File: config.mk
export PLATFORM = sky130hd
export DESIGN_NAME = lphs_ctrl
export DESIGN_NICKNAME = d
export VERILOG_FILES = /design/src/sv/lphs_pkg.sv /design/src/sv/lphs_ctrl.sv
export SDC_FILE = /design/constraint.sdc
export NUM_CORES = 1
export LEC_CHECK = 0
export ABC_AREA = 1
export BUFFER_PORTS_ARGS = -buffer_cell sky130_fd_sc_hd__buf_2
export CAP_MARGIN = 25
export CORE_AREA = 2 2 39 41
export DETAILED_ROUTE_END_ITERATION = 6
export DIE_AREA = 0 0 41 43
export PLACE_DENSITY = 0.58
export SETUP_SLACK_MARGIN = 0.02
export SLEW_MARGIN = 10
export SYNTH_ARGS = -nofsm -noshare
export SYNTH_HDL_FRONTEND = slang
export SYNTH_SLANG_ARGS = --single-unit
File: constraint.sdc
create_clock -name clock -period 3.7 [get_ports clock]
set_clock_uncertainty 0.1 [all_clocks]
set_input_delay 0.74 -clock clock [delete_from_list [all_inputs] [get_ports clock]]
set_output_delay 0.74 -clock clock [all_outputs]
set_load 0.02 [all_outputs]
File: src/sv/lphs_pkg.sv
// Shared types and constants for the linear probing hash set.
// Used by the channel interfaces, the controller, the datapath and the top level.

package lphs_pkg;

   localparam int TABLE_SIZE = 1024;
   localparam int IDX_W      = $clog2(TABLE_SIZE);
   localparam int KEY_W      = 48;

   typedef logic [IDX_W-1:0] idx_type;
   typedef logic [KEY_W-1:0] key_type;

   localparam idx_type LAST_SLOT = idx_type'(TABLE_SIZE - 1);

   typedef enum logic [1:0] {
      KIND_ADD    = 2'd0,
      KIND_DELETE = 2'd1,
      KIND_CHECK  = 2'd2,
      KIND_CLEAR  = 2'd3
   } kind_type;

   typedef enum logic [1:0] {
      ST_OK    = 2'd0,
      ST_LIMIT = 2'd1,
      ST_ZERO  = 2'd2
   } status_type;

   // One table slot: the stored key and its tombstone mark.
   typedef struct packed {
      logic    tomb;
      key_type key;
   } entry_type;

   // Commands from the controller to the datapath.
   typedef struct packed {
      logic load;
      logic sweep_start;
      logic sweep_write;
      logic mem_read;
      logic probe_eval;
      logic rsp_load;
   } cmd_type;

   // Status from the datapath to the controller.
   typedef struct packed {
      logic req_clear;
      logic req_zero;
      logic sweep_last;
      logic probe_stop;
      logic probe_limit;
      logic out_free;
   } stat_type;

endpackage

File: src/sv/lphs_ctrl.sv
// Controller state machine of the hash set: sequences clearing sweeps, probes and responses.
// Depends on lphs_pkg for the command and status structs.

module lphs_ctrl (
   input  logic               clock,
   input  logic               reset,
   input  logic               req_valid,
   output logic               req_ready,
   input  lphs_pkg::stat_type stat,
   output lphs_pkg::cmd_type  cmd
);

   typedef enum logic [4:0] {
      S_CLEAR = 5'b00001,
      S_IDLE  = 5'b00010,
      S_READ  = 5'b00100,
      S_CHECK = 5'b01000,
      S_RESP  = 5'b10000
   } state_type;

   state_type state_ff, state_in;
   logic      clr_rsp_ff, clr_rsp_in;

   always_comb begin
      state_in   = state_ff;
      clr_rsp_in = clr_rsp_ff;
      cmd        = '0;
      req_ready  = 1'b0;
      unique case (state_ff)
         S_CLEAR: begin
            cmd.sweep_write = 1'b1;
            if (stat.sweep_last) begin
               clr_rsp_in = 1'b0;
               state_in   = clr_rsp_ff ? S_RESP : S_IDLE;
            end
         end
         S_IDLE: begin
            req_ready = 1'b1;
            if (req_valid) begin
               cmd.load = 1'b1;
               priority if (stat.req_clear) begin
                  cmd.sweep_start = 1'b1;
                  clr_rsp_in      = 1'b1;
                  state_in        = S_CLEAR;
               end else if (stat.req_zero) begin
                  state_in = S_RESP;
               end else begin
                  state_in = S_READ;
               end
            end
         end
         S_READ: begin
            cmd.mem_read = 1'b1;
            state_in     = S_CHECK;
         end
         S_CHECK: begin
            cmd.probe_eval = 1'b1;
            state_in = (stat.probe_stop || stat.probe_limit) ? S_RESP : S_READ;
         end
         S_RESP: begin
            if (stat.out_free) begin
               cmd.rsp_load = 1'b1;
               state_in     = S_IDLE;
            end
         end
         default: begin
            state_in = S_IDLE;
         end
      endcase
   end

   // Reset starts in the sweep so the table memory is emptied before first use.
   always_ff @(posedge clock) begin
      if (reset) begin
         state_ff   <= S_CLEAR;
         clr_rsp_ff <= 1'b0;
      end else begin
         state_ff   <= state_in;
         clr_rsp_ff <= clr_rsp_in;
      end
   end

endmodule

After elaboration in Yosys (flattened, before gate mapping)
Index checks and enable logic that the tools add are counted.
{"block": "op_classes", "reduce_logical": 4, "addsub": 0, "bitwise_logic": 0, "order_cmp": 0, "eq_ne": 9, "shift": 0, "n_mul": 0, "div": 0, "muxes": 21}
{"operator": "5-bit two-way mux", "n": 7}
{"operator": "5-bit one-hot mux with 5 select lines", "n": 1}
{"operator": "1-bit two-way mux", "n": 10}
{"operator": "2-bit inequality test (second input constant)", "n": 4}
{"operator": "5-bit by 1-bit == test with 1-bit output (second input constant)", "n": 1}
{"operator": "5-bit by 2-bit == test with 1-bit output (second input constant)", "n": 1}
{"operator": "5-bit by 3-bit == test with 1-bit output (second input constant)", "n": 1}
{"operator": "5-bit by 4-bit == test with 1-bit output (second input constant)", "n": 1}
{"operator": "5-bit == test (second input constant)", "n": 1}
{"operator": "2-bit two-way mux", "n": 2}
{"operator": "4-bit AND reduction", "n": 1}
{"operator": "3-bit AND reduction", "n": 1}
{"operator": "1-bit one-hot mux with 2 select lines", "n": 1}
{"operator": "2-bit nonzero test", "n": 1}
{"operator": "1-bit logical OR", "n": 1}
{"block": "totals", "n_memories": 0, "in_bits": 9, "latch_bits": 0, "register_bits": 6, "mem_bits_ro": 0, "mem_bits_rw": 0, "word_cells": 36, "output_inout_bits": 7}

Depth between registers and ports, before layout
{"block": "logic_depth", "ltp_word": 4, "mapped_depth": 8, "depth_no_buf": 8}

Worst setup path before layout
Ideal clock, no wire load.
{"block": "synth_timing", "kind": "input to output", "start": "in req_valid", "end": "out cmd[4] (netlist name)", "t_arrival_ns": 1.320, "cell_stages": 2, "t_required_ns": 2.860, "path_slack_ns": 1.540, "path_buffers": 0, "path_cell_list": "inv_1 > nor3b_1"}
{"item": "from (decl)", "line": "lphs_ctrl.sv:7", "source": "input logic req_valid,"}
{"item": "to (decl)", "line": "lphs_ctrl.sv:10", "source": "output lphs_pkg::cmd_type cmd"}

==> metrics.md <==
| Metric | Value |
|---|---|
| Status | `completed` |
| Post-CTS sizing | `0` |
| Total wire length | `between 1 and 1.5 mm` |
| Final WS setup | `between 1 and 1.5 ns` |
| Finished Layout Cells | `between 100 and 150` |
| H-tree depth | `1` |
| DRC violations left | `0` |
| Final worst path period need | `2.25 ns` |
| Avg Cell Area, Syn | `about 6.3 sq um` |
| Syn-to-layout area delta | `23.9%` |
| PortBufs | `15` |
| TritonCTS clock tree | `done` |
| Post-synthesis register bit count | `6` |
| Lkg Pwr | `~0.33 nW` |
| Total CTS buffers | `3` |
| Setup Slack @ Placement | `~1.6 ns` |
| Comb pwr share | `around 38%` |
| Die ar. | `roughly 1800 sq um` |
| Gr ovfl total | `0` |
| Slew margin rel. | `between 80 and 90%` |
| CTS max path bufs | `2` |
| Yosys warnings | `0` |
| CP Max Fanout | `6` |
| Max Slew Vio Count | `0` |
| First-pass GRT wire length | `1.62 mm` |
| R2R Setup Slk | `2.37 ns` |
| Switching part of the total power | `between 30% and 40%` |
| Antenna cells | `0` |
| Clock Latency Late Sink | `approximately 0.25 ns` |
| Syn Nets | `82` |
| Seq/Total Area, Yosys | `between 20% and 30%` |
| CTS sink cnt | `6` |
| Setup TNS | `0 ns` |
| Starting Density | `around 33%` |
| Worst hold margin | `around 0.42 ns` |
| IO Count | `16` |
| Total GRT Usage | `14.4%` |
| Psw | `0.0000870 W` |
| Largest net degree at the start of global routing | `10` |
| Die Wd | `between 40 and 50 microns` |
| Final Hold Viols | `0` |
| Crit path from | `state_ff[1]$_SDFFE_PP0P_` |
| Synth cell types | `18` |
| Layout cells sized above 1 | `around a third` |
| Crit. End Element | `output port` |
| # fillers | `around 160` |
| Rows | `14` |
| Unrepaired setup endpoints after global routing | `false` |
| Vias in the first global route | `420` |
| Routed Antenna Nets | `0` |
| Final period util | `60.8%` |
| Via/cell ratio | `between 4 and 5` |
| Routed wire per std cell | `~9.6 microns` |
| Post-CTS Setup Bufs | `0` |
| Nets@finish | `about 100` |
| WS Path Type | `flop to output port` |
| FF-to-FF path depth | `7` |
| Clock slew seen by the registers of the worst setup and hold paths | `approximately 0.040 ns` |
| Placed Cells | `103` |
| Worst Path Arrival | `1.41 ns` |
| Die height | `43 microns` |
| Peak supply drop | `0.203 mV` |
| Hold_buf cts | `0` |
| Mapped Cells | `73` |
| DP HPWL | `approximately 830 microns` |
| Drt initial violations | `12` |
| Cell Area, Synth | `460 sq um` |
| Area occupied by multi-input gates | `269 sq um` |
| Sequential share of power | `35.8%` |
| Max_cap viols | `0` |
| Design area | `about 570 sq um` |
| Internal Power | `between 0.0001 and 0.00015 W` |
| Worst Tran Pin Value | `about 0.25 ns` |
| P per Cell Area | `~400 nW/um^2` |
| Root buf cell | `clkbuf_4` |
| Startpoint Class | `flop` |
| Clk network pwr share | `a little over a quarter` |
| R2r endpoint | `state_ff[1]$_SDFFE_PP0P_` |
| Routed via count | `500` |
| Drt first pass iters | `4` |
| Final setup fails | `0` |
| Core Area | `1380 sq um` |
| FF+latch area | `120 sq um` |
| RePlAce Congestion | `between 0.7 and 0.8` |
| FF-to-FF Start | `state_ff[4]$_SDFFE_PP0P_` |
| Initial antenna violation count | `0` |
| Hold Crit Class | `flop to flop` |
| Post-Place Cell Area | `548 sq um` |
| Most frequent cells in the layout | `15 x inv_1, 15 x buf_2, 11 x nor2_1` |
| Critical Path Sink | `cmd[4]` |
| CP Data Required Time | `about 2.9 ns` |
| Max frequency | `between 400 and 500 MHz` |
[routing by layer]
metal  vias up  global-route usage (%)  routed length (microns)
met5         -                       0                        0
met4         0                    6.00                       17
met3         4                    9.42                       89
met2        16                    20.9                      467
met1       215                    15.8                      442
li1        265                       -                        -
[how the worst min path moves through the flow]
stage,end,from,slack (ns),depth (start not counted)
2_1_floorplan,clr_rsp_ff$_SDFFE_PP0P_,clr_rsp_ff$_SDFFE_PP0P_,0.37,2
3_5_place_dp,clr_rsp_ff$_SDFFE_PP0P_,clr_rsp_ff$_SDFFE_PP0P_,0.41,2
4_1_cts,clr_rsp_ff$_SDFFE_PP0P_,clr_rsp_ff$_SDFFE_PP0P_,0.43,2
3_3_place_gp,clr_rsp_ff$_SDFFE_PP0P_,clr_rsp_ff$_SDFFE_PP0P_,0.39,2
5_1_grt,clr_rsp_ff$_SDFFE_PP0P_,clr_rsp_ff$_SDFFE_PP0P_,0.45,2
6_report,clr_rsp_ff$_SDFFE_PP0P_,clr_rsp_ff$_SDFFE_PP0P_,0.42,2
[cell usage after synthesis, drive strengths merged]
| master | n | area, sq um |
|---|---|---|
| a21oi | 2 | 10.0 |
| nand4 | 6 | 37.5 |
| nor3 | 1 | 10.0 |
| o21ai | 2 | 10.0 |
| or2 | 2 | 12.5 |
| nand2 | 9 | 33.8 |
| nor3b | 1 | 7.51 |
| nand3 | 10 | 60.1 |
| dfxtp | 6 | 120 |
| inv | 17 | 63.8 |
| buf | 1 | 7.51 |
| nor2 | 16 | 87.6 |
[critical path, stage by stage, from the launching register on]
cell and delay, ns:
dfxtp_1 0.39, inv_1 0.10, nor2_4 0.13, nand3_2 0.15
nor3b_1 0.19, buf_2 0.19
[area by class of cell]
class,instances,share of cell area (%)
tap,16,3.51
multi-input combinational,49,47.1
clock buffer,3,3.95
timing repair buffer,15,13.2
inverter,17,11.2
sequential,6,21.1
[cells by family (layout without fill, tap and decap cells)]
family,after synthesis,count (layout),share of synthesized area (%)
AOI/OAI and AO/OA,4,4,4.35
buffers and inverters,18,35,15.5
DFF,6,6,26.1
and+or+nand+nor,45,45,54.1
[sequential cells by signal, indices dropped and copies added, names as in the netlist]
register and count:
clr_rsp_ff 1, state_ff 5
[through the flow]
step / power [W] / util (%)
5_1_grt: 0.000247 / 41.2
3_3_place_gp: 0.000169 / 39.6
3_5_place_dp: 0.000170 / 39.6
4_1_cts: 0.000233 / 41.2
6_report: 0.000229 / 41.2
2_1_floorplan: 0.000148 / -
[power by group through the flow]
stage / clock, W / sequential, W / combinational, W
floorplan: 0 / 0.0000816 / 0.0000666
global placement: 0 / 0.0000826 / 0.0000867
detailed placement: 0 / 0.0000830 / 0.0000874
CTS: 0.0000638 / 0.0000818 / 0.0000878
global route: 0.0000681 / 0.0000823 / 0.0000969
finish: 0.0000602 / 0.0000819 / 0.0000870
(Power assumes the default switching activity.)
